[src/rtl/frc_pkg.sv]
// Shared types and constants for the FIFO-replacement cache.
// Used by frc_front, frc_engine and fifo_replacement_cache_unit; no dependencies.
package frc_pkg;

   localparam int KEY_W   = 16;
   localparam int VALUE_W = 32;
   localparam int SLOT_W  = 4;
   localparam int CAP_W   = 5;

   localparam logic [CAP_W-1:0] CAP_RESET = 5'd16;

   // request code carried in req_type
   localparam logic REQ_LOOKUP = 1'b0;
   localparam logic REQ_INSERT = 1'b1;

   typedef struct packed {
      logic               req_type;
      logic [KEY_W-1:0]   key;
      logic [VALUE_W-1:0] fill_value;
   } req_payload_type;

   typedef struct packed {
      logic               hit;
      logic [VALUE_W-1:0] hit_value;
      logic [SLOT_W-1:0]  slot;
      logic               evicted;
   } rsp_payload_type;

   typedef enum logic {
      OP_LOOKUP,
      OP_INSERT
   } op_type;

   // classified request handed from the front queue to the engine
   typedef struct packed {
      logic               valid;
      op_type             op;
      logic [KEY_W-1:0]   key;
      logic [VALUE_W-1:0] fill_value;
   } cmd_type;

   typedef enum logic {
      ENG_IDLE,
      ENG_SCAN
   } engine_state_type;

endpackage

[src/rtl/frc_front.sv]
// Front end of the cache: two-entry request queue and request decode.
// Depends on frc_pkg.
module frc_front (
   input  logic                    clock,
   input  logic                    reset,
   input  logic                    push,
   output logic                    full,
   input  frc_pkg::req_payload_type req_payload,
   output frc_pkg::cmd_type        cmd,
   input  logic                    cmd_pop
);
   import frc_pkg::*;

   req_payload_type q_ff [2];
   logic [1:0]      count_ff, count_in;
   logic            wr_ptr_ff, wr_ptr_in;
   logic            rd_ptr_ff, rd_ptr_in;
   logic            push_ok, pop_ok;
   req_payload_type head;

   assign full    = (count_ff == 2'd2);
   assign push_ok = push && !full;
   assign pop_ok  = cmd_pop && (count_ff != 2'd0);
   assign head    = q_ff[rd_ptr_ff];

   always_comb begin
      wr_ptr_in = push_ok ? ~wr_ptr_ff : wr_ptr_ff;
      rd_ptr_in = pop_ok ? ~rd_ptr_ff : rd_ptr_ff;
      count_in  = count_ff;
      if (push_ok && !pop_ok) begin
         count_in = count_ff + 2'd1;
      end else if (pop_ok && !push_ok) begin
         count_in = count_ff - 2'd1;
      end
   end

   // decode the request type into an operation
   always_comb begin
      cmd.valid      = (count_ff != 2'd0);
      cmd.op         = (head.req_type == REQ_INSERT) ? OP_INSERT : OP_LOOKUP;
      cmd.key        = head.key;
      cmd.fill_value = head.fill_value;
   end

   always_ff @(posedge clock) begin
      if (reset) begin
         count_ff  <= 2'd0;
         wr_ptr_ff <= 1'b0;
         rd_ptr_ff <= 1'b0;
      end else begin
         count_ff  <= count_in;
         wr_ptr_ff <= wr_ptr_in;
         rd_ptr_ff <= rd_ptr_in;
      end
   end

   always_ff @(posedge clock) begin
      if (push_ok) begin
         q_ff[wr_ptr_ff] <= req_payload;
      end
   end

endmodule

[src/rtl/frc_engine.sv]
// Back end of the cache: entry memory, key scan, FIFO replacement and result register.
// Depends on frc_pkg.
module frc_engine #(
   parameter int DEPTH      = 16,
   parameter int DATA_WIDTH = 32
) (
   input  logic                     clock,
   input  logic                     reset,
   input  logic [frc_pkg::CAP_W-1:0] capacity,
   input  frc_pkg::cmd_type         cmd,
   output logic                     cmd_pop,
   output logic                     empty,
   input  logic                     pop,
   output frc_pkg::rsp_payload_type rsp_payload
);
   import frc_pkg::*;

   localparam int IDX_W   = (DEPTH > 1) ? $clog2(DEPTH) : 1;
   localparam int CNT_W   = $clog2(DEPTH + 1);
   localparam int CMP_W   = ((CNT_W > CAP_W) ? CNT_W : CAP_W) + 1;
   localparam int STORE_W = (DATA_WIDTH < VALUE_W) ? DATA_WIDTH : VALUE_W;
   localparam int ENTRY_W = KEY_W + STORE_W;

   logic [ENTRY_W-1:0] entry_ff [DEPTH];

   engine_state_type  state_ff, state_in;
   logic [CNT_W-1:0]  fill_ff, fill_in;
   logic [IDX_W-1:0]  rp_ff, rp_in;
   logic [CNT_W-1:0]  scan_ff, scan_in;
   logic [KEY_W-1:0]  key_ff, key_in;
   logic              rd_vld_ff, rd_vld_in;
   logic [IDX_W-1:0]  rd_idx_ff;
   logic [KEY_W-1:0]  rd_key_ff;
   logic [STORE_W-1:0] rd_val_ff;
   logic              rsp_valid_ff, rsp_valid_in;
   rsp_payload_type   rsp_ff, rsp_in;

   logic              start, match, last, issue, rsp_load;
   logic              mem_we;
   logic [IDX_W-1:0]  wr_addr;
   logic [CMP_W-1:0]  cap_raw, cap_eff, fill_w, rp_w, repl_w, repl_next;
   logic [31:0]       slot_wide;

   assign empty       = !rsp_valid_ff;
   assign rsp_payload = rsp_ff;

   assign start = (state_ff == ENG_IDLE) && cmd.valid && !rsp_valid_ff;
   assign match = rd_vld_ff && (rd_key_ff == key_ff);
   assign last  = rd_vld_ff && ((CMP_W'(rd_idx_ff) + CMP_W'(1)) == CMP_W'(fill_ff));
   assign issue = (state_ff == ENG_SCAN) && (scan_ff < fill_ff);

   // clamp the capacity register to 1..DEPTH
   always_comb begin
      cap_raw = CMP_W'(capacity);
      cap_eff = cap_raw;
      if (cap_raw == CMP_W'(0)) begin
         cap_eff = CMP_W'(1);
      end else if (cap_raw > CMP_W'(DEPTH)) begin
         cap_eff = CMP_W'(DEPTH);
      end
      fill_w    = CMP_W'(fill_ff);
      rp_w      = CMP_W'(rp_ff);
      repl_w    = (rp_w >= cap_eff) ? CMP_W'(0) : rp_w;
      repl_next = ((repl_w + CMP_W'(1)) >= cap_eff) ? CMP_W'(0) : (repl_w + CMP_W'(1));
   end

   always_comb begin
      state_in = state_ff;
      unique case (state_ff)
         ENG_IDLE: begin
            if (start && (cmd.op == OP_LOOKUP) && (fill_ff != CNT_W'(0))) begin
               state_in = ENG_SCAN;
            end
         end
         ENG_SCAN: begin
            if (match || last) begin
               state_in = ENG_IDLE;
            end
         end
         default: state_in = ENG_IDLE;
      endcase
   end

   always_comb begin
      cmd_pop   = 1'b0;
      mem_we    = 1'b0;
      wr_addr   = fill_ff[IDX_W-1:0];
      fill_in   = fill_ff;
      rp_in     = rp_ff;
      scan_in   = scan_ff;
      key_in    = key_ff;
      rd_vld_in = 1'b0;
      rsp_load  = 1'b0;
      slot_wide = 32'd0;
      rsp_in    = '0;
      unique case (state_ff)
         ENG_IDLE: begin
            if (start) begin
               cmd_pop = 1'b1;
               if (cmd.op == OP_INSERT) begin
                  mem_we   = 1'b1;
                  rsp_load = 1'b1;
                  if (fill_w < cap_eff) begin
                     wr_addr = fill_ff[IDX_W-1:0];
                     fill_in = fill_ff + CNT_W'(1);
                  end else begin
                     wr_addr        = repl_w[IDX_W-1:0];
                     rp_in          = repl_next[IDX_W-1:0];
                     rsp_in.evicted = 1'b1;
                  end
                  slot_wide   = 32'(wr_addr);
                  rsp_in.slot = slot_wide[SLOT_W-1:0];
               end else if (fill_ff == CNT_W'(0)) begin
                  // nothing filled: miss at once
                  rsp_load = 1'b1;
               end else begin
                  key_in  = cmd.key;
                  scan_in = CNT_W'(0);
               end
            end
         end
         ENG_SCAN: begin
            if (issue) begin
               scan_in = scan_ff + CNT_W'(1);
            end
            rd_vld_in = issue && !(match || last);
            if (match) begin
               rsp_load         = 1'b1;
               rsp_in.hit       = 1'b1;
               rsp_in.hit_value = VALUE_W'(rd_val_ff);
               slot_wide        = 32'(rd_idx_ff);
               rsp_in.slot      = slot_wide[SLOT_W-1:0];
            end else if (last) begin
               rsp_load = 1'b1;
            end
         end
         default: begin
            rd_vld_in = 1'b0;
         end
      endcase
   end

   always_comb begin
      rsp_valid_in = rsp_valid_ff;
      if (rsp_load) begin
         rsp_valid_in = 1'b1;
      end else if (pop && rsp_valid_ff) begin
         rsp_valid_in = 1'b0;
      end
   end

   always_ff @(posedge clock) begin
      if (reset) begin
         state_ff     <= ENG_IDLE;
         fill_ff      <= '0;
         rp_ff        <= '0;
         rd_vld_ff    <= 1'b0;
         rsp_valid_ff <= 1'b0;
      end else begin
         state_ff     <= state_in;
         fill_ff      <= fill_in;
         rp_ff        <= rp_in;
         rd_vld_ff    <= rd_vld_in;
         rsp_valid_ff <= rsp_valid_in;
      end
   end

   always_ff @(posedge clock) begin
      scan_ff <= scan_in;
      key_ff  <= key_in;
      if (rsp_load) begin
         rsp_ff <= rsp_in;
      end
   end

   // entry memory: one write port, one registered read port
   always_ff @(posedge clock) begin
      if (mem_we) begin
         entry_ff[wr_addr] <= {cmd.key, cmd.fill_value[STORE_W-1:0]};
      end
   end

   always_ff @(posedge clock) begin
      if (issue) begin
         rd_key_ff <= entry_ff[scan_ff[IDX_W-1:0]][ENTRY_W-1:STORE_W];
         rd_val_ff <= entry_ff[scan_ff[IDX_W-1:0]][STORE_W-1:0];
         rd_idx_ff <= scan_ff[IDX_W-1:0];
      end
   end

endmodule

[src/rtl/fifo_replacement_cache_unit.sv]
// Top level of the FIFO-replacement cache: capacity register, front queue and engine.
// Depends on frc_pkg, frc_front and frc_engine.
//
//   channel   handshake          payload                       moves
//   -------   ----------------   ---------------------------   ---------------------------
//   request   push / full        req_payload (req_payload_type) lookup or insert request
//   result    empty / pop        rsp_payload (rsp_payload_type) one result per request
//   config    csr_wr_en          csr_wr_data (5 bits)          capacity_in_use
//
// An insert is written and answered in the engine's idle state. A lookup starts, then
// reads the filled entries in order and compares each read with the key, stopping
// early on a hit; the single read port of the entry memory, scanned one entry a cycle,
// sets its pace. Requests wait in a two-deep queue in front of the engine.
// Reset clears the queue, engine state, fill count and replace pointer, not the entries.
// A waiting result stalls the engine start, not the request queue.
module fifo_replacement_cache_unit #(
   parameter int DEPTH      = 16,
   parameter int DATA_WIDTH = 32
) (
   input  logic                      clock,
   input  logic                      reset,
   input  logic                      push,
   output logic                      full,
   input  frc_pkg::req_payload_type  req_payload,
   output logic                      empty,
   input  logic                      pop,
   output frc_pkg::rsp_payload_type  rsp_payload,
   input  logic                      csr_wr_en,
   input  logic [frc_pkg::CAP_W-1:0] csr_wr_data
);
   import frc_pkg::*;

   logic [CAP_W-1:0] cap_ff, cap_in;
   cmd_type          cmd;
   logic             cmd_pop;

   // hold the capacity unless written
   assign cap_in = csr_wr_en ? csr_wr_data : cap_ff;

   always_ff @(posedge clock) begin
      if (reset) begin
         cap_ff <= CAP_RESET;
      end else begin
         cap_ff <= cap_in;
      end
   end

   frc_front u_front (
      .clock       (clock),
      .reset       (reset),
      .push        (push),
      .full        (full),
      .req_payload (req_payload),
      .cmd         (cmd),
      .cmd_pop     (cmd_pop)
   );

   frc_engine #(
      .DEPTH      (DEPTH),
      .DATA_WIDTH (DATA_WIDTH)
   ) u_engine (
      .clock       (clock),
      .reset       (reset),
      .capacity    (cap_ff),
      .cmd         (cmd),
      .cmd_pop     (cmd_pop),
      .empty       (empty),
      .pop         (pop),
      .rsp_payload (rsp_payload)
   );

endmodule
[config.mk]
export PLATFORM = sky130hd
export DESIGN_NAME = fifo_replacement_cache_unit
export DESIGN_NICKNAME = d
export VERILOG_FILES = /design/src/rtl/frc_pkg.sv /design/src/rtl/frc_front.sv /design/src/rtl/frc_engine.sv /design/src/rtl/fifo_replacement_cache_unit.sv
export SDC_FILE = /design/constraint.sdc
export NUM_CORES = 1
export LEC_CHECK = 0
export BUFFER_PORTS_ARGS = -buffer_cell sky130_fd_sc_hd__buf_2
export CORE_ASPECT_RATIO = 0.6
export CORE_MARGIN = 1.5
export CORE_UTILIZATION = 40
export CTS_BUF_LIST = sky130_fd_sc_hd__clkbuf_4
export DETAILED_ROUTE_END_ITERATION = 12
export PLACE_DENSITY = 0.55
export SLEW_MARGIN = 20
export SYNTH_ARGS = -nofsm -noshare
export SYNTH_HDL_FRONTEND = slang
export SYNTH_SLANG_ARGS = --single-unit
[constraint.sdc]
create_clock -name clock -period 8.8 [get_ports clock]
set_clock_uncertainty 0.05 [all_clocks]
set_input_delay 0.44 -clock clock [delete_from_list [all_inputs] [get_ports clock]]
set_output_delay 0.44 -clock clock [all_outputs]
set_load 0.01 [all_outputs]
# Yosys cells after proc, flatten, opt, wreduce, memory -nomap -nowiden
# Memories as Yosys holds them, arrays and structs flattened. A register that Yosys moved wholly into a read port is not among the register bits.
# Cells that the tools add are included.
# word_totals
ff_bits	84
latch_bits	0
mem_bits_rw	866
mem_bits_ro	0
memories	2
# classes
n_addsub	6
n_mul	0
div_mod_pow	0
n_lt_le_gt_ge	5
eq_ne	7
n_shift	0
muxes	43
bitwise_logic	7
reduce_logical	32
# memory_table
name	words	width	rd	rd_ports_with_merged_regs	wr	line	text
u_engine.entry_ff	16	48	1	1	1	frc_engine.sv:24	logic [ENTRY_W-1:0] entry_ff [DEPTH];
u_front.q_ff	2	49	1	1	1	frc_front.sv:14	req_payload_type q_ff [2];
# op_table
operator	count
$mux W5	8
$mux W37	1
$mux W4	6
$mux W1	22
$eq A16 B16 Y1	1
$reduce_and A4 Y1	4
$logic_and A1 B1 Y1	13
$add A4 B1 Y5 const B	2
$add A5 B1 Y5 const B	2
$logic_not A5 Y1	2
$pmux W5 S2	1
$pmux W4 S2	1
$not A1 Y1	7
$eq A6 B5 Y1	1
$ge A4 B6 Y1	1
$ge A6 B5 Y1	1
$lt A5 B6 Y1	1
$ne A2 B2 Y1 const B	3
$reduce_bool A2 Y1	3
$gt A5 B5 Y1 const B	1
$logic_not A1 Y1	5
$lt A5 B5 Y1	1
$reduce_bool A5 Y1	1
$mux W2	2
other kinds (9)	10

# Longest topological paths before layout
# Gate-level depths: netlist of the first run.
# logic_depth
ltp_word	9
ltp_mapped	17
ltp_nobuf	16

# Modules after synthesis
# A second synthesis of the first run with hierarchy kept.
# unflattened
hier_cells	1643
area_unflattened_um2	38104.0
# by_module_without_submodules
module	instances	cells_per_inst	area_each_um2
frc_engine	1	1450	34171.5
frc_front	1	177	3748.6
fifo_replacement_cache_unit	1	16	183.9

# Worst setup path before layout of the first run
# Ideal clock, no wire load.
# synth_timing
path_kind	flip-flop to flip-flop
startpoint	register cap_ff[4]
endpoint	memory u_engine.entry_ff[1][0] (netlist bit), enable pin
setup_time_ns	0.573
arrival_time_ns	6.477
setup_slack_ns	1.700
path_stages_with_launch	8
path_buffers	0
synth_period_minus_slack_ns	7.100
cell_sequence	dfxtp_1 -> inv_1 -> nand2_1 -> ha_1 -> a21o_1 -> a221oi_4 -> mux2_2 -> nor4_1
# synth_between
elab_chain_cells	9
elab_cells_between_ends	11
classes_between	order compare (3); mux (7); reduce/logical (1)
# synth_lines
element	line	text
start, declared	fifo_replacement_cache_unit.sv:33	logic [CAP_W-1:0] cap_ff, cap_in;
start signal, assigned	fifo_replacement_cache_unit.sv:44	cap_ff <= cap_in;
$gt A5 B5 Y1	frc_engine.sv:58	end else if (cap_raw > CMP_W'(DEPTH)) begin
$mux W5	frc_engine.sv:58	
$mux W5 *	frc_engine.sv:56	if (cap_raw == CMP_W'(0)) begin
$ge A4 B6 Y1	frc_engine.sv:63	repl_w = (rp_w >= cap_eff) ? CMP_W'(0) : rp_w;
$mux W4	frc_engine.sv:63	
$mux W4 *	frc_engine.sv:103	if (fill_w < cap_eff) begin
$mux W4 *	frc_engine.sv:100	if (cmd.op == OP_INSERT) begin
$mux W4 *	frc_engine.sv:98	if (start) begin
$mux W4 *	frc_engine.sv:96	unique case (state_ff)
end, declared	frc_engine.sv:24	
# Every way passes the cells marked *; elsewhere a longest branch is shown, timed or not.

# Worst setup path in the final report of the first run
# layout_timing
startpoint	register cap_ff[4]
endpoint	memory u_engine.entry_ff[13][28] (netlist bit), enable pin
# Same word-level chain as after synthesis.

==> results_dict.tcl, run 1 <==
set metrics [dict create \
    result_of_the_run "completed" \
    worstSetupEndpointType "flop" \
    post_drt_wl_per_cell_um 23.8 \
    synth.cell_area_mm2 0.0386 \
    regToRegStartpoint "cap_ff[4]" \
    vias_post_dr 18200 \
    die_area_mm2 0.0984 \
    grt-busiest-layer "met2" \
    largest_net_degree_at_the_start_of_global_routing 154 \
    detailed_place_hpwl_um 41500 \
    vdd.ir_drop.worst_mv 0.118 \
    leakage_nw 14.9 \
    report.final.slew_viol_count 0 \
    worstSkewPairLatency_ps 1120 \
    r2r_end "u_engine.entry_ff[13][28]" \
    synth_seq_area_share_pct 77.2 \
    power-per-cell-area_mw_per_mm2 249 \
    setup_tns_ps 0 \
    final.period_utilization_pct 48.3 \
    worst-r2r-cell-count 9 \
    fin_nets 2136 \
    mostFrequentLayoutCell "sky130_fd_sc_hd__edfxtp_1" \
    synthToLayoutAreaGrowth_pct 15.9 \
    start_kind "flop" \
    yosysWarnings 0 \
    place.gp.congestion 0.793 \
    worstPathRequired_ps 9440 \
    grt_use_total_pct 17.2 \
    finalWorstPathRequiredPeriod_ps 4250 \
    post_drt_via_cell_ratio 5.22 \
    final_cells 3487 \
    hold_path.class "input pin to flop" \
    synth_seq_cells 999 \
    floorplan.initialDensity_pct 40.7 \
    netlist_instances 1649 \
    rrSetupSlack_ps 4550 \
    cp_slowest_stage_delay_ps 780 \
    floorplan.die.width_um 404 \
    first_pass_grt_wire_length_um 123000 \
    grt_setup_unrepaired "no" \
    setup_viol 0 \
    slew_headroom_pct 22.9 \
    synth-edff-count 977 \
    crit_fanout 48 \
    crit_path_cell_trace "inv_1 -> nand2_1 -> ha_1 -> a21o_1 -> a221oi_4 -> nand2b_1 -> a32oi_1 -> nor2_4 -> buf_4" \
    clock.fmax_mhz 235 \
    critical-path-slowest-cell "sky130_fd_sc_hd__a221oi_4" \
    postSynthNetCount 1731 \
    grt_overflow 0 \
    clk_transition_reported_paths_ps 60 \
    first_global_vias 19100 \
    dieHeight_um 244 \
    clock-root-buffer "sky130_fd_sc_hd__clkbuf_4" \
    critical_path_class "flop to flop" \
    crit_path_arrival_time_ps 4890 \
    use_met2_pct 25.4 \
    cts_tree "done" \
    worstSetupEndpoint "u_engine.entry_ff[13][28]" \
    area_inside_the_core_boundary_mm2 0.0947 \
    dpl.cell_count 2950 \
    synth.distinct_cells 56 \
    grt_use_met3_pct 3.57 \
    timing.final.hold_violations 0 \
    fp-row-count 87 \
    worst_setup_path_startpoint "cap_ff[4]" \
    proportion_of_layout_cells_with_a_drive_suffix_above_1_pct 31.6 \
    pin_count 99 \
    synthArstFlopShare_pct 0 \
    final_cell_area_mm2 0.0447 \
    syn_area_per_cell_um2 23.4 \
    antenna_violating_nets_post_route 0 \
    tritoncts_num_sinks 999 \
    dpl_cell_area_mm2 0.0405 \
    drv.max_cap_violation_count 0 \
    postRouteWirelength_um 83000 \
    met1_track_utilization_from_global_routing_pct 25.3 \
    num_cts_buffers 228 \
    place.port_buffers 98 \
    post_cts.resized_instances 0 \
    yosys_most_used_dff "sky130_fd_sc_hd__edfxtp_1" \
    drc_errors 0 \
    most_used_cells_in_the_layout_excluding_fill_and_tap_cells "sky130_fd_sc_hd__edfxtp_1, sky130_fd_sc_hd__clkbuf_4, sky130_fd_sc_hd__mux4_2" \
    worstMarginPinSlew_ps 1160 \
    detailedRoute.firstPassIterationCount 5 \
    initial_antenna_violation_count 4 \
    clk_path_buf_depth 3 \
    cts-htree-levels 4 \
    drtIter0Drc 1240 \
]
[metal layers]
metal  wire length [um]  vias to the layer above
met5                  0                        -
met4               1630                        0
met3               4350                      125
met2              37700                      529
met1              39300                     9559
li1                   -                     7990
[worst min-delay path by stage]
stage	end	from	slack [ps]	cells after the start
6_report	cap_ff[4]	csr_wr_en	230	3
5_1_grt	cap_ff[4]	csr_wr_en	170	3
4_1_cts	cap_ff[4]	csr_wr_en	60	3
3_5_place_dp	u_engine.rsp_payload[25]	u_engine.rd_val_ff[20]	460	1
3_3_place_gp	flop	u_front.rd_ptr_ff	430	2
2_1_floorplan	u_engine.rd_idx_ff[2]	u_engine.scan_ff[2]	400	0
[state kept, by name, indices dropped and copies added (netlist names), named ones only]
name / flops
u_engine.rd_idx_ff: 4
u_front.count_ff: 2
u_front.rd_ptr_ff: 1
u_engine.rsp_valid_ff: 1
u_engine.rd_vld_ff: 1
u_engine.rp_ff: 4
u_front.q_ff: 98
u_engine.rd_key_ff: 16
cap_ff: 5
u_engine.scan_ff: 5
u_engine.state_ff: 1
u_engine.entry_ff: 768
u_engine.rd_val_ff: 32
u_engine.fill_ff: 5
u_engine.rsp_payload: 38
u_engine.key_ff: 16
u_front.wr_ptr_ff: 1
[where the power goes]
| group | switching (W) | internal (W) | total, W |
|---|---|---|---|
| sequential | 0.0000918 | 0.00590 | 0.00599 |
| clock | 0.00179 | 0.00192 | 0.00371 |
| combinational | 0.000936 | 0.000497 | 0.00143 |
| total | 0.00282 | 0.00832 | 0.0111 |
[critical path, delay by kind of cell (launching register included)]
kind                       cells  cell delay [ps]
AOI/OAI and AO/OA              3             1370
buffers and inverters          2              920
and+or+nand+nor                3              780
DFF                            1              360
adders and majority gates      1              310
[cell type report]
class,instances,area (um2)
timing repair buffer,251,1960
antenna,5,12.5
tap,1246,1560
fill,7924,50000
clock buffer,350,2630
multi-input combinational,557,8330
inverter,17,66.3
clock inverter,62,354
sequential,999,29800
[metrics by stage]
step | util, % | hold WS, ps | setup WS, ps | total power (W)
floorplan | - | 405 | 1700 | 0.00697
global placement | 42.8 | 433 | 4720 | 0.00749
detailed placement | 42.8 | 457 | 4620 | 0.00754
CTS | 47.2 | 61.3 | 4640 | 0.0113
global route | 47.2 | 173 | 4320 | 0.0117
finish | 47.2 | 229 | 4550 | 0.0111
[repair_timing]
action                                 4_1_cts  5_1_grt
setup buffers                                0        0
endpoints found under the hold margin      120        0
hold buffers                               120        0
[synthesized netlist by cell type, types with 9 or more instances]
| cell type | count | share of area [%] |
|---|---|---|
| sky130_fd_sc_hd__nor3_1 | 11 | 0.14 |
| sky130_fd_sc_hd__inv_1 | 15 | 0.15 |
| sky130_fd_sc_hd__buf_12 | 12 | 0.62 |
| sky130_fd_sc_hd__buf_1 | 11 | 0.11 |
| sky130_fd_sc_hd__nand2_1 | 19 | 0.18 |
| sky130_fd_sc_hd__clkbuf_1 | 38 | 0.37 |
| sky130_fd_sc_hd__nor2_1 | 47 | 0.46 |
| sky130_fd_sc_hd__nand3_1 | 10 | 0.13 |
| sky130_fd_sc_hd__ha_1 | 23 | 0.75 |
| sky130_fd_sc_hd__mux4_2 | 132 | 7.7 |
| sky130_fd_sc_hd__mux2_2 | 50 | 1.5 |
| sky130_fd_sc_hd__mux4_1 | 108 | 7.4 |
| sky130_fd_sc_hd__dfxtp_1 | 22 | 1.1 |
| sky130_fd_sc_hd__and2_1 | 36 | 0.58 |
| sky130_fd_sc_hd__xor2_1 | 23 | 0.52 |
| sky130_fd_sc_hd__o21ai_0 | 9 | 0.12 |
| sky130_fd_sc_hd__a21oi_1 | 13 | 0.17 |
| sky130_fd_sc_hd__xnor2_1 | 12 | 0.27 |
| sky130_fd_sc_hd__edfxtp_1 | 977 | 76 |
[logic make-up (layout without fill, tap and decap cells)]
family          count (synthesis)  count (layout)  synth area share [%]
fa+ha+maj                      23              23                 0.746
flops                         999             999                  77.2
mux                           297             297                  16.8
buf+inv                        93             680                  1.58
other cells                     0               5                     0
compound gates                 49              49                 0.876
simple gates                  153             153                  2.04
xor+xnor                       35              35                 0.795
(Power assumes the default switching activity.)
==> inputs of run 2 (changes only) <==
==> constraint.sdc (replaced) <==
create_clock -name clock -period 4.1 [get_ports clock]
set_clock_uncertainty 0.05 [all_clocks]
set_input_delay 0.205 -clock clock [delete_from_list [all_inputs] [get_ports clock]]
set_output_delay 0.205 -clock clock [all_outputs]
set_load 0.01 [all_outputs]
==> run 2 against run 1 <==
  * Critical path depth stayed put
  * First-iteration DRC count is 12% higher
  * Sequential power is 120% higher
  * Sequential cell count stayed put
  * Setup slack worse by 4200 ps
  * Core utilization is 0.39 points higher
  * Wire length is 0.81% higher
  * Clock-buffer cell count is 6 lower
  * Combinational power is 120% higher
  * Maximum frequency is 13% higher
  * Largest cell class unchanged
==> results_dict.tcl, run 2 (synthesized netlist as in run 1, its figures left out) <==
set metrics [dict create \
    worstSetupEndpointType "flop" \
    grt_overflow 0 \
    worstMarginPinSlew_ps 1050 \
    cp_top_family "simple AND/OR/NAND/NOR gates" \
    post_drt_via_cell_ratio 5.24 \
    grt_use_total_pct 17.4 \
    floorplan.initialDensity_pct 40.7 \
    final_util_pct 47.6 \
    postRouteWirelength_um 83700 \
    mostFrequentLayoutCell "sky130_fd_sc_hd__edfxtp_1" \
    power-per-cell-area_mw_per_mm2 529 \
    place.port_buffers 98 \
    fin_nets 2151 \
    antenna_violating_nets_post_route 0 \
    final_cells 3483 \
    clock-root-buffer "sky130_fd_sc_hd__clkbuf_4" \
    leakage_nw 15.0 \
    dieHeight_um 244 \
    largest_net_degree_at_the_start_of_global_routing 99 \
    synthToLayoutAreaGrowth_pct 16.8 \
    vias_post_dr 18300 \
    start_kind "flop" \
    post-place-ws_ps 428 \
    final_cell_area_mm2 0.0451 \
    worstSkewPairLatency_ps 1080 \
    report.final.slew_viol_count 0 \
    dpl.cell_count 2962 \
    timing.final.hold_violations 0 \
    grt_setup_unrepaired "no" \
    cts_tree "done" \
    n_fill_cell 7866 \
    cts-htree-levels 4 \
    fp-row-count 87 \
    floorplan.die.width_um 404 \
    tritoncts_num_sinks 999 \
    finalWorstPathRequiredPeriod_ps 3760 \
    crit_path_cell_trace "inv_1 -> nand2_1 -> ha_1 -> o2111a_1 -> a221oi_4 -> nand2b_1 -> a32oi_1 -> nor2_4 -> buf_12" \
    first_global_vias 19500 \
    pin_count 99 \
    vdd.ir_drop.worst_mv 0.266 \
    largest_register "u_engine.entry_ff" \
    critical_path_class "flop to flop" \
    clk_transition_reported_paths_ps 70 \
    dpl_cell_area_mm2 0.0409 \
    cp_slowest_stage_delay_ps 690 \
    first_pass_grt_wire_length_um 125000 \
    hold_path.class "input pin to flop" \
    area_inside_the_core_boundary_mm2 0.0947 \
    largest_reg_flops 768 \
    setup_viol 0 \
    initial_antenna_violation_count 3 \
    slew_headroom_pct 30.1 \
    clk_path_buf_depth 3 \
    critical-path-slowest-cell "sky130_fd_sc_hd__nor2_4" \
    place.gp.congestion 0.832 \
    drc_errors 0 \
    drtIter0Drc 1391 \
    num_cts_buffers 225 \
    detailedRoute.firstPassIterationCount 5 \
    most_used_cells_in_the_layout_excluding_fill_and_tap_cells "sky130_fd_sc_hd__edfxtp_1, sky130_fd_sc_hd__clkbuf_4, sky130_fd_sc_hd__mux4_2" \
    crit_fanout 35 \
    post_drt_wl_per_cell_um 24.0 \
    final.period_utilization_pct 91.6 \
    worst-path-buf-inv 2 \
    setup_slack_ps 345 \
    die_area_mm2 0.0984 \
    detailed_place_hpwl_um 43000 \
    setup_tns_ps 0 \
    area_taken_by_flip_flops_and_latches_mm2 0.0298 \
    proportion_of_layout_cells_with_a_drive_suffix_above_1_pct 31.9 \
    crit_path_arrival_time_ps 4410 \
    multi_input_comb_area_mm2 0.00835 \
    worstPathRequired_ps 4750 \
    result_of_the_run "completed" \
    clock.fmax_mhz 266 \
    drv.max_cap_violation_count 0 \
]
## run 2: cell count changes in the layout (fill, tap and decap cells not counted), moves of 2 or more
cell,before,now
sky130_fd_sc_hd__clkinv_2,6,3
sky130_fd_sc_hd__nor3_4,1,3
sky130_fd_sc_hd__inv_2,4,7
sky130_fd_sc_hd__clkbuf_4,350,344
sky130_fd_sc_hd__buf_4,31,19
sky130_fd_sc_hd__dlygate4sd3_1,120,126
sky130_fd_sc_hd__buf_12,2,26
sky130_fd_sc_hd__nor3_2,3,1
sky130_fd_sc_hd__clkinv_1,48,34
## run 2: repair_timing
item | in CTS | in global routing
setup buffers | 0 | 0
gates resized for setup | 0 | 1
hold buffers | 126 | 0
endpoints found under the setup margin | 0 | 1
endpoints found under the hold margin | 218 | 0
## run 2: worst min-delay path: stages
cell and delay (ps):
sky130_fd_sc_hd__dlygate4sd3_1 520, sky130_fd_sc_hd__buf_2 90, sky130_fd_sc_hd__dlygate4sd3_1 550
## run 2: where the power goes
part / internal, W / switching (W) / leakage [nW] / total [W]
Clock: 0.00403 / 0.00375 / 1.73 / 0.00778
Combinational: 0.00116 / 0.00203 / 4.21 / 0.00319
Sequential: 0.0127 / 0.000202 / 9.04 / 0.0129
## run 2: layout make-up
class / count / share of cell area [%]
multi-input combinational: 557 / 18.5
antenna: 4 / 0.0222
inverter: 17 / 0.147
clock inverter: 47 / 0.644
clock buffer: 344 / 5.73
sequential: 999 / 66.1
timing repair buffer: 269 / 5.36
tap: 1246 / 3.46
## run 2: routing by layer
layer	global-route usage, %	up-vias	wire, um
met1	25.9	9637	40600
met5	0	-	0
met2	25.7	495	37700
met3	3.49	124	4000
met4	5.99	0	1400
li1	-	8001	-
## run 2: per-stage QoR
stage / hold slack (ps) / total power (W)
2_1_floorplan: 234 / 0.0150
3_3_place_gp: 345 / 0.0162
3_5_place_dp: 346 / 0.0163
4_1_cts: 189 / 0.0242
5_1_grt: 274 / 0.0250
6_report: 348 / 0.0238
## run 2: final timing paths
path	start	end	slack, ps	cells past startpoint
min reg2reg	u_front.rd_ptr_ff	flop	460	2
max reg2reg	cap_ff[4]	u_engine.entry_ff[5][26]	340	9
max	cap_ff[4]	u_engine.entry_ff[5][26]	340	9
min	req_payload[37]	u_front.q_ff[0][37]	350	3
==> inputs of run 3 (changes only) <==
--- a/config.mk
+++ b/config.mk
@@ -5,13 +5,16 @@
 export SDC_FILE = /design/constraint.sdc
 export NUM_CORES = 1
 export LEC_CHECK = 0
+export ABC_AREA = 1
 export BUFFER_PORTS_ARGS = -buffer_cell sky130_fd_sc_hd__buf_2
+export CELL_PAD_IN_SITES_DETAIL_PLACEMENT = 1
+export CELL_PAD_IN_SITES_GLOBAL_PLACEMENT = 2
 export CORE_ASPECT_RATIO = 0.6
 export CORE_MARGIN = 1.5
 export CORE_UTILIZATION = 40
 export CTS_BUF_LIST = sky130_fd_sc_hd__clkbuf_4
 export DETAILED_ROUTE_END_ITERATION = 12
-export PLACE_DENSITY = 0.55
+export PLACE_DENSITY = 0.71
 export SLEW_MARGIN = 20
 export SYNTH_ARGS = -nofsm -noshare
 export SYNTH_HDL_FRONTEND = slang
==> run 3 against run 2 <==
  * Clock power increased by 6.2%
  * Global-route usage rose by 4.2 points
  * Sequential cell count is the same
  * Critical path type unchanged
  * Wire length rose by 27%
  * Maximum frequency rose by 4.3%
==> results_dict.tcl, run 3 <==
set metrics [dict create \
    crit_fanout 30 \
    power.share.clock_pct 31.5 \
    synth.cells.most_frequent "sky130_fd_sc_hd__edfxtp_1, sky130_fd_sc_hd__nor2_1, sky130_fd_sc_hd__o21ai_0" \
    power-per-cell-area_mw_per_mm2 575 \
    clock.fmax_mhz 278 \
    worstSkewPairLatency_ps 1160 \
    postRouteWirelength_um 106000 \
    leakage_nw 15.7 \
    timing.final.hold_violations 0 \
    clk_transition_reported_paths_ps 80 \
    vias_post_dr 24300 \
    final_cells 4540 \
    worstMarginPinSlew_ps 1130 \
    synth-edff-count 977 \
    largest_net_degree_at_the_start_of_global_routing 236 \
    post-synth-top-area-fraction_pct 75.0 \
    grt_overflow 0 \
    floorplan.initialDensity_pct 40.5 \
    synth_seq_area_share_pct 76.1 \
    detailedRoute.firstPassIterationCount 5 \
    grt_use_total_pct 21.6 \
    crit_path_cell_trace "nor2_1 -> nand2_1 -> nand2_1 -> nand2_1 -> ha_1 -> nand2_1 -> inv_1 -> a221oi_2 -> nand2_2 -> nand2_1 -> nand3_1 -> inv_1 -> nand2_1 -> nor2_4 -> buf_4" \
    yosys_most_used_dff "sky130_fd_sc_hd__edfxtp_1" \
    antenna_violating_nets_post_route 0 \
    result_of_the_run "completed" \
    power.combinational.fraction_pct 18.1 \
    initial_antenna_violation_count 2 \
    largest_register "u_engine.entry_ff" \
    fp-row-count 88 \
    drv.max_cap_violation_count 0 \
    worstSetupEndpointType "flop" \
    cts-htree-levels 4 \
    proportion_of_layout_cells_with_a_drive_suffix_above_1_pct 18.6 \
    pin_count 99 \
    most_prevalent_standard_cell_on_the_critical_path "sky130_fd_sc_hd__nand2_1" \
    first_global_vias 25900 \
    yosysWarnings 0 \
    worstPathRequired_ps 4800 \
    syn_area_per_cell_um2 14.5 \
    die_area_mm2 0.0997 \
    post-cts-setup-buffers 0 \
    fin_nets 3127 \
    cts_tree "done" \
    synthToLayoutAreaGrowth_pct 16.7 \
    clk_path_buf_depth 3 \
    sequentialPowerShare_pct 50.4 \
    crit_path_arrival_time_ps 4300 \
    dpl.cell_count 3993 \
    most_used_cells_in_the_layout_excluding_fill_and_tap_cells "sky130_fd_sc_hd__edfxtp_1, sky130_fd_sc_hd__nor2_1, sky130_fd_sc_hd__clkbuf_4" \
    totalPowerFinal_w 0.0262 \
    vdd.ir_drop.worst_mv 0.313 \
    setup_viol 0 \
    finalWorstPathRequiredPeriod_ps 3600 \
    synthDominantAreaCellType "sky130_fd_sc_hd__edfxtp_1" \
    start_kind "flop" \
    detailed_place_hpwl_um 56100 \
    netlist_top_cells_area "sky130_fd_sc_hd__edfxtp_1, sky130_fd_sc_hd__nor2_1, sky130_fd_sc_hd__o21ai_0" \
    final.period_utilization_pct 87.8 \
    clock-root-buffer "sky130_fd_sc_hd__clkbuf_4" \
    synth_seq_cells 999 \
    place.port_buffers 98 \
    first_pass_grt_wire_length_um 162000 \
    dieHeight_um 245 \
    place.gp.congestion 0.815 \
    drc_errors 0 \
    synth.distinct_cells 46 \
    hold_path.class "input pin to flop" \
    report.final.slew_viol_count 0 \
    yosys.cell_count.top_type "sky130_fd_sc_hd__edfxtp_1" \
    area_inside_the_core_boundary_mm2 0.0965 \
    power.switching_fraction_pct 29.6 \
    critical_path_class "flop to flop" \
    post_drt_via_cell_ratio 5.35 \
    synthArstFlopShare_pct 0 \
    p_int_w 0.0185 \
    postSynthNetCount 2779 \
    net-switching-power_w 0.00776 \
    mostFrequentLayoutCell "sky130_fd_sc_hd__edfxtp_1" \
    largest_reg_flops 768 \
    synth.cell_area_mm2 0.0391 \
    grt_setup_unrepaired "no" \
    post_drt_wl_per_cell_um 23.4 \
    slew_headroom_pct 24.7 \
    num_cts_buffers 230 \
    drtIter0Drc 1851 \
    tritoncts_num_sinks 999 \
    netlist_instances 2697 \
    critical-path-slowest-cell "sky130_fd_sc_hd__buf_4" \
    floorplan.die.width_um 407 \
    cp_slowest_stage_delay_ps 480 \
    final_util_pct 47.3 \
]
## run 3: area by class of cell
class	count	area [um2]
diodes	5	12.5
clock buffers	335	2510
clock inverters	82	542
fillers	9763	50800
inverters	110	420
multi-input cells	1433	8290
flip-flops and latches	999	29800
well taps	1305	1630
repair buffers	271	2440
## run 3: power by group through the flow
| stage | Combinational (W) | Sequential, W | Clock [W] |
|---|---|---|---|
| floorplan | 0.00261 | 0.0135 | 0 |
| global placement | 0.00459 | 0.0134 | 0 |
| detailed placement | 0.00476 | 0.0134 | 0 |
| CTS | 0.00487 | 0.0132 | 0.00854 |
| global route | 0.00523 | 0.0133 | 0.00900 |
| finish | 0.00475 | 0.0132 | 0.00826 |
## run 3: cells by family after synthesis
kind of cell	Yosys count	share of synthesized area, %
compound gates	460	7.97
buf+inv	265	3.05
mux	127	3.41
fa+ha+maj	23	0.736
simple gates	808	8.36
xor+xnor	15	0.336
flops	999	76.1
## run 3: worst max-delay path, delay by kind of cell, from the launching register on
family / cells / cell delay, ps
simple gates: 10 / 1480
buf+inv: 3 / 640
compound gates: 1 / 380
flops: 1 / 340
fa+ha+maj: 1 / 300
## run 3: per-layer routing
metal / GRT usage (%) / share of wire [%] / vias to the layer above
li1: - / - / 11000
met1: 31.0 / 48 / 12600
met2: 33.5 / 46 / 564
met3: 3.64 / 4.2 / 160
met4: 6.99 / 1.9 / 0
met5: 0 / 0 / -
## run 3: through the flow
stage / hold slack (ps) / TNS [ps] / area (um2) / setup slack (ps)
detailed placement: 347 / 0 / 41300 / 531
global placement: 344 / 0 / 41300 / 593
CTS: 4.53 / 0 / 45600 / 546
finish: 151 / 0 / 45600 / 498
global route: 104 / 0 / 45600 / 82.6
floorplan: 254 / -124210 / 39100 / -331
## run 3: worst paths after layout
path / from / end / slack [ps] / depth (start not counted)
max: cap_ff[2] / u_engine.entry_ff[6][22] / 500 / 15
min: reset / u_engine.fill_ff[0] / 150 / 5
max reg2reg: cap_ff[2] / u_engine.entry_ff[6][22] / 500 / 15
min reg2reg: u_front.rd_ptr_ff / flop / 460 / 2
## run 3: repair_timing
action / 4_1_cts / 5_1_grt
resized for setup: 0 / 0
hold endpoints to repair: 169 / 0
hold buffers: 125 / 0
